===== config.mk =====
export PLATFORM = sky130hd
export DESIGN_NAME = sorted_priority_queue_unit
export DESIGN_NICKNAME = d
export VERILOG_FILES = /design/src/rtl/spq_pkg.sv /design/src/rtl/sorted_priority_queue_unit.sv /design/src/rtl/spq_cell.sv
export SDC_FILE = /design/constraint.sdc
export NUM_CORES = 2
export LEC_CHECK = 0
export BUFFER_PORTS_ARGS = -buffer_cell sky130_fd_sc_hd__buf_2
export CAP_MARGIN = 20
export CORE_MARGIN = 5
export CORE_UTILIZATION = 65
export DETAILED_ROUTE_END_ITERATION = 7
export PLACE_DENSITY = 0.82
export SYNTH_ARGS = -nofsm -noshare
export SYNTH_HDL_FRONTEND = slang
export SYNTH_SLANG_ARGS = --single-unit
export TNS_END_PERCENT = 20

===== constraint.sdc =====
create_clock -name clk -period 8.2 [get_ports clk]
set_input_delay 0.82 -clock clk [delete_from_list [all_inputs] [get_ports clk]]
set_output_delay 0.82 -clock clk [all_outputs]
set_load 0.03 [all_outputs]

===== src/rtl/spq_pkg.sv =====
// Shared types and constants of the sorted priority queue
`default_nettype none

package spq_pkg;

  localparam int VALUE_W     = 32;
  localparam int COUNT_OUT_W = 5;

  localparam logic OP_PUSH = 1'b0;
  localparam logic OP_POP  = 1'b1;

  // Broadcast to every cell of the row
  typedef struct packed {
    logic                      push;
    logic                      pop;
    logic signed [VALUE_W-1:0] value;
  } cell_ctrl_t;

endpackage

`default_nettype wire


===== src/rtl/sorted_priority_queue_unit.sv =====
// Top level of the sorted max-priority queue built from a row of cells
`default_nettype none

// Sorted max-priority queue of DEPTH signed 32-bit entries, largest first,
// equal values leaving in arrival order. busy is always low: a push or pop
// request is accepted in every cycle that start is high, and its one result
// appears on the out_ ports for exactly one cycle, marked by out_valid, in the
// cycle right after acceptance. The receiver cannot stall; sample the result
// while out_valid is high. Each request is handled by the single
// compare-and-shift step that every cell of the row performs in parallel.
// A push into a full queue or a pop from an empty one leaves the contents as
// they are and raises out_op_error. out_entry_count carries the low five bits
// of the stored count.
module sorted_priority_queue_unit #(
  parameter int DEPTH = 16
) (
  input  wire logic                                clk,
  input  wire logic                                rst_n,
  input  wire logic                                start,
  output logic                                     busy,
  input  wire logic                                in_op,
  input  wire logic signed [spq_pkg::VALUE_W-1:0]  in_value,
  output logic                                     out_valid,
  output logic signed [spq_pkg::VALUE_W-1:0]       out_front_value,
  output logic [spq_pkg::COUNT_OUT_W-1:0]          out_entry_count,
  output logic                                     out_is_empty,
  output logic                                     out_is_full,
  output logic                                     out_op_error
);

  localparam int CW = $clog2(DEPTH + 1);

  logic signed [spq_pkg::VALUE_W-1:0] entry [DEPTH];
  logic [DEPTH-1:0]                   valid;
  logic [DEPTH-1:0]                   lt;

  spq_pkg::cell_ctrl_t ctrl;
  logic                full, empty, push_ok, pop_ok, err;
  logic [CW-1:0]       count_r, count_nxt;
  logic                out_valid_r, op_error_r;
  logic [CW+spq_pkg::COUNT_OUT_W-1:0] count_ext;

  assign busy  = 1'b0;
  assign full  = valid[DEPTH-1];
  assign empty = !valid[0];

  assign push_ok = start && (in_op == spq_pkg::OP_PUSH) && !full;
  assign pop_ok  = start && (in_op == spq_pkg::OP_POP) && !empty;
  assign err     = start && !push_ok && !pop_ok;

  assign ctrl.push  = push_ok;
  assign ctrl.pop   = pop_ok;
  assign ctrl.value = in_value;

  for (genvar i = 0; i < DEPTH; i++) begin : g_cell
    logic signed [spq_pkg::VALUE_W-1:0] p_entry, n_entry;
    logic                               p_valid, p_lt, n_valid;

    if (i == 0) begin : g_head
      // head has no predecessor: insert here whenever this slot is smaller
      assign p_entry = '0;
      assign p_valid = 1'b1;
      assign p_lt    = 1'b0;
    end else begin : g_mid
      assign p_entry = entry[i-1];
      assign p_valid = valid[i-1];
      assign p_lt    = lt[i-1];
    end

    if (i == DEPTH - 1) begin : g_tail
      assign n_entry = '0;
      assign n_valid = 1'b0;
    end else begin : g_body
      assign n_entry = entry[i+1];
      assign n_valid = valid[i+1];
    end

    spq_cell u_cell (
      .clk        (clk),
      .rst_n      (rst_n),
      .ctrl       (ctrl),
      .prev_entry (p_entry),
      .prev_valid (p_valid),
      .prev_lt    (p_lt),
      .next_entry (n_entry),
      .next_valid (n_valid),
      .entry      (entry[i]),
      .valid      (valid[i]),
      .lt         (lt[i])
    );
  end

  always_comb begin
    count_nxt = count_r;
    if (push_ok) begin
      count_nxt = count_r + CW'(1);
    end else if (pop_ok) begin
      count_nxt = count_r - CW'(1);
    end
  end

  always_ff @(posedge clk) begin
    if (!rst_n) begin
      count_r     <= '0;
      out_valid_r <= 1'b0;
      op_error_r  <= 1'b0;
    end else begin
      count_r     <= count_nxt;
      out_valid_r <= start;
      op_error_r  <= err;
    end
  end

  assign count_ext = {{spq_pkg::COUNT_OUT_W{1'b0}}, count_r};

  // Results read from the registered cell row and count register in the cycle after the request
  assign out_valid       = out_valid_r;
  assign out_front_value = valid[0] ? entry[0] : '0;
  assign out_entry_count = count_ext[spq_pkg::COUNT_OUT_W-1:0];
  assign out_is_empty    = empty;
  assign out_is_full     = full;
  assign out_op_error    = op_error_r;

endmodule

`default_nettype wire


===== src/rtl/spq_cell.sv =====
// One slot of the sorted row: compare against the broadcast value and shift
`default_nettype none

module spq_cell (
  input  wire logic                              clk,
  input  wire logic                              rst_n,
  input  wire spq_pkg::cell_ctrl_t               ctrl,
  input  wire logic signed [spq_pkg::VALUE_W-1:0] prev_entry,
  input  wire logic                              prev_valid,
  input  wire logic                              prev_lt,
  input  wire logic signed [spq_pkg::VALUE_W-1:0] next_entry,
  input  wire logic                              next_valid,
  output logic signed [spq_pkg::VALUE_W-1:0]     entry,
  output logic                                   valid,
  output logic                                   lt
);

  logic signed [spq_pkg::VALUE_W-1:0] entry_r, entry_nxt;
  logic                               valid_r, valid_nxt;

  // An empty slot counts as smaller than anything
  assign lt = !valid_r || (entry_r < ctrl.value);

  always_comb begin
    entry_nxt = entry_r;
    valid_nxt = valid_r;
    if (ctrl.push) begin
      if (lt) begin
        // take the new value at the insert point, else shift down from the neighbor
        entry_nxt = prev_lt ? prev_entry : ctrl.value;
        valid_nxt = valid_r | prev_valid;
      end
    end else if (ctrl.pop) begin
      entry_nxt = next_entry;
      valid_nxt = next_valid;
    end
  end

  always_ff @(posedge clk) begin
    if (!rst_n) begin
      valid_r <= 1'b0;
    end else begin
      valid_r <= valid_nxt;
    end
  end

  always_ff @(posedge clk) begin
    entry_r <= entry_nxt;
  end

  assign entry = entry_r;
  assign valid = valid_r;

endmodule

`default_nettype wire


# == Yosys cells after proc, flatten, opt, wreduce, memory -nomap -nowiden ==
# Index checks and enable logic that the tools add are counted.
# word_totals
regBits,535
latch_bits,0
ram_bits,0
rom_bits,0
inputBits,36
output_inout_bits,42
word_cells,256
mem_count,0
# op_classes
add_sub_neg,2
multipliers,0
div_mod_pow,0
n_lt_le_gt_ge,16
eq_ne,16
shift,0
n_mux,114
bitwise,16
reduce_logical,57
# op_table
operator,n
$mux W32,64
$lt A32 B32 Y1,16
$mux W1,48
$ne A2 B1 Y1 const B,16
$reduce_and A2 Y1,16
$logic_not A1 Y1,18
$logic_or A1 B1 Y1,16
$or A1 B1 Y1,15
$mux W5,2
$logic_and A1 B1 Y1,6
$add A5 B1 Y5 const B,1
$sub A5 B1 Y5 const B,1
$reduce_bool A2 Y1,1
$not A1 Y1,1

# == Longest topological paths before layout ==
# depth
word_depth,6
mapped_depth,14
ltp_nobuf,10

# == Hierarchy ==
# A second synthesis with hierarchy kept.
# unflattened
hier_cells,4321
hier_area_um2,40478.8
# modules_own_cells
mod,n_inst,cells_per_inst,area_per_inst_um2,seq_area_each_um2
spq_cell,16,265,2489.9,980.9
sorted_priority_queue_unit,1,81,640.6,140.1

# == Worst setup path before layout ==
# Ideal clock, no wire load.
# synth_timing
kind,input to register
from,in in_value[30] (netlist bit)
to,reg g_cell[0].u_cell.entry_r (netlist bit g_cell[0].u_cell.entry[0]) (enable)
setup_time_ns,0.466
arrival_time_ns,5.319
t_required_ns,7.734
setup_slack_ns,2.415
cell_stages,11
n_path_buf,2
cell_sequence,clkbuf_1 -> inv_1 -> ha_1 -> nand4_1 -> nor4_1 -> nand2_1 -> nor3_1 -> a21oi_1 -> mux2i_2 -> buf_2 -> o21ai_0
# synth_between
elab_chain_len,4
# synth_rtl
item,line_no,text
from (decl),sorted_priority_queue_unit.sv:22,"input wire logic signed [spq_pkg::VALUE_W-1:0] in_value,"
$lt A32 B32 Y1,spq_cell.sv:22,assign lt = !valid_r || (entry_r < ctrl.value);
$logic_or A1 B1 Y1,spq_cell.sv:22,
$ne A2 B1 Y1 (no source line),n/a,
$reduce_and A2 Y1 (no source line),n/a,
to (signal assigned),spq_cell.sv:48,entry_r <= entry_nxt;
to (decl),spq_cell.sv:18,"logic signed [spq_pkg::VALUE_W-1:0] entry_r, entry_nxt;"
# No other way between the ends.
# A chain may end at the register's enable or synchronous reset.

# == Worst setup path after layout ==
# layout_timing
from,in in_value[15] (netlist bit)
to,reg g_cell[1].u_cell.entry_r (netlist bit g_cell[1].u_cell.entry[4]) (enable)
# layout_between
elab_chain_len,4
# layout_rtl
item,line_no
$lt A32 B32 Y1,spq_cell.sv:22
$logic_or A1 B1 Y1,spq_cell.sv:22
$ne A2 B1 Y1 (no source line),n/a
$reduce_and A2 Y1 (no source line),n/a
to (signal assigned),spq_cell.sv:48
to (decl),spq_cell.sv:18
# No other way between the ends.

==> metrics.md <==
| Metric | Value |
|---|---|
| Status | `finished, final reports clean` |
| Die area | `62900 sq um` |
| Post-synth top area share | `40.8%` |
| Initial antenna violation count | `2` |
| 1st-pass router iterations | `6` |
| Area grow syn2layout | `7.13%` |
| Register area | `15800 sq um` |
| Worst-Margin Slew | `1090 ps` |
| Register area share after synthesis | `42.0%` |
| Total track usage | `33.6%` |
| Post-route ant nets | `0` |
| Pwr/cell area | `192 nW/um^2` |
| Routed WL | `111000 um` |
| Delay-heaviest family, CP | `compound AO/OA/AOI/OAI gates` |
| Type of origin of the critical path | `primary input` |
| Filler instances | `4187` |
| Worst-path clk slew | `around 60 ps` |
| GPL Wtd Cong | `around 0.98` |
| Syn_nets | `4256` |
| Layout cells sized above 1 | `7.02%` |
| Std cell rows | `88` |
| # port buffers | `between 70 and 80` |
| Dpl hpwl | `80000 um` |
| Post-synth top cells | `edfxtp_1, ha_1, a21oi_1` |
| Average cell area after synthesis | `10.0 sq um` |
| Die span in y | `251 um` |
| WL/cell | `24.8 um` |
| Post-synthesis async set-or-reset flop share | `0%` |
| Fin crit share | `56.8%` |
| Initial Utilization | `65.4%` |
| Vias in the first global route | `30220` |
| FMAX | `215 MHz` |
| CTS Buffer Depth | `3` |
| EDFF count, synth | `just over 500` |
| CTS tree | `built` |
| Clock sinks | `535` |
| WS Path Type | `primary input to flip-flop` |
| Count of cell types in the netlist | `65` |
| CP Buf/Inv Count | `2` |
| Yosys warns | `0` |
| CTS H-tree lvls | `2` |
| CP peak stage delay | `860 ps` |
| Largest net degree at the start of global routing | `228` |
| Inserted Clock Buffers | `58` |
| Clock Skew | `25.0 ps` |
| Drt initial violations | `4351` |
| Max-slew headroom | `26.9%` |
| Clk_lat worst skew | `approximately 630 ps` |
| I/O Pins | `78` |
| Worst-path fanout max | `32` |
| Total Negative Setup Slacks | `0 ps` |
| Postcts setup bufs | `0` |
| Vias per std cell | `7.21` |
| Slowest CP cell | `o21ai_4` |
| Worst VDD drop | `193 uV` |
| Top_reg_cell synth | `edfxtp_1` |
| Final hold violations | `0` |
| Most common cell in the netlist | `edfxtp_1` |
| Post-synthesis cell area | `37700 sq um` |
| Count of hold-fix buffers inserted at cts | `0` |
| RSZ-0062 raised after global routing | `no` |
| First-pass GRT wire length | `171000 um` |
| Critical Path AT | `4900 ps` |
| Residual DRC | `0` |
| Core Area | `around 58000 sq um` |
| DR vias | `32242` |
| MaxCap Viol Count | `0` |
| Final setup fails | `0` |
| CP Cell Sequence | `buf_2, inv_1, ha_1, a21oi_1, o21ai_0, a2111o_1, o311ai_2, mux2i_1, or4_2, o21ai_4` |
| Hold Slack | `501 ps` |
| Post-CTS Resized | `0` |
| Yosys reg bits | `535` |
| Die width | `251 um` |
| Area of the multi-input gates | `20500 sq um` |
| HP Class | `flip-flop to flip-flop` |
| CP required | `8440 ps` |
| Root Buffer | `clkbuf_16` |
| Area leader, netlist | `edfxtp_1` |
| Total power | `0.00776 W` |
| Final nets | `~4200` |
| Leak | `15.9 nW` |
| Synth Instances | `about 3800` |
| Period minus WS final | `4660 ps` |
| Setup crit end kind | `flip-flop` |
| Final Slew Violations | `0` |
| Gr ovfl total | `0` |
| Top cells by area, synth | `edfxtp_1, ha_1, a21oi_1` |
-- flip-flops by register name, summed over array words and instances (netlist names) --
signal,flops
out_entry_count,5
out_op_error,1
g_cell.u_cell.entry,512
out_valid,1
g_cell.u_cell.valid,16
-- kinds of logic (layout without fill, tap and decap cells) --
| kind of cell | after synthesis | after routing | share of synthesized area, % |
|---|---|---|---|
| and+or+nand+nor | 983 | 983 | 12.6 |
| buffers and inverters | 358 | 311 | 3.85 |
| muxes | 134 | 134 | 3.57 |
| xor gates and xnor gates | 8 | 8 | 0.186 |
| other | 1 | 3 | 0.00996 |
| adders and majority gates | 469 | 469 | 15.6 |
| DFF | 535 | 535 | 42.0 |
| AOI/OAI and AO/OA | 1263 | 1263 | 22.2 |
-- metal layers --
| metal | part of all wire (%) | GRT usage (%) |
|---|---|---|
| met5 | 0 | 0 |
| met1 | 40 | 48.4 |
| met2 | 44 | 51.9 |
| met3 | 12 | 5.77 |
| met4 | 3.5 | 11.6 |
-- worst register-to-register path: cells and delay by family (launching register included) --
family                 cells  cell delay, ps
AOI/OAI and AO/OA          1             250
and+or+nand+nor            2             530
buffers and inverters      4            2700
DFF                        1             430
-- through the flow --
stage | setup slack, ps | instances | instance area (sq um) | util (%)
3_5_place_dp | 3000 | 4364 | 38500 | 66.9
5_1_grt | 3480 | 4471 | 40300 | 70.1
6_report | 3540 | 4471 | 40300 | 70.1
3_3_place_gp | 3040 | 4364 | 38500 | 66.9
2_1_floorplan | 2420 | 3751 | 37700 | -
4_1_cts | 3640 | 4468 | 40300 | 70.0
-- cells in the final DEF (no fill, tap or decap), drive strengths merged, types with 4 or more instances in the layout --
cell / count
ha: 468
nand3: 79
nand2b: 26
or3: 6
a221oi: 16
a21oi: 434
o21bai: 6
buf: 149
and3: 193
o21a: 4
nand4: 57
a41oi: 8
a31oi: 136
o211ai: 5
o2111ai: 4
and4: 5
clkbuf: 79
a21o: 23
nor4: 15
inv: 59
o41ai: 6
o2bb2ai: 128
clkinv: 19
mux2i: 133
a31o: 4
and2: 43
a2111o: 7
nor2: 207
o21ai: 254
a21boi: 4
edfxtp: 512
xor2: 6
a211oi: 19
nand2: 323
bufinv: 4
nor3: 16
dfxtp: 23
a221o: 192
-- power breakdown --
part | internal, W | switching (W)
clock network | 0.00147 | 0.00111
logic | 0.000598 | 0.00106
registers | 0.00331 | 0.000205
total | 0.00538 | 0.00238
-- worst paths after layout --
check | from | end | slack, ps | cells past startpoint
hold / removal | g_cell[2].u_cell.valid | g_cell[2].u_cell.valid | 500 | 2
hold reg to reg | g_cell[2].u_cell.valid | g_cell[2].u_cell.valid | 500 | 2
setup / recovery | in_value[15] | g_cell[1].u_cell.entry[4] | 3540 | 10
setup reg to reg | g_cell[15].u_cell.valid | g_cell[3].u_cell.entry[16] | 4030 | 7
-- cell type report --
class | count | area share (%)
inverters | 58 | 0.558
multi-input cells | 2858 | 50.9
well taps | 765 | 2.37
clock buffers | 79 | 3.94
flip-flops and latches | 535 | 39.3
repair buffers | 149 | 2.40
clock inverters | 25 | 0.540
diodes | 2 | 0.0124
No activity file was read; power rests on OpenSTA's default activity.
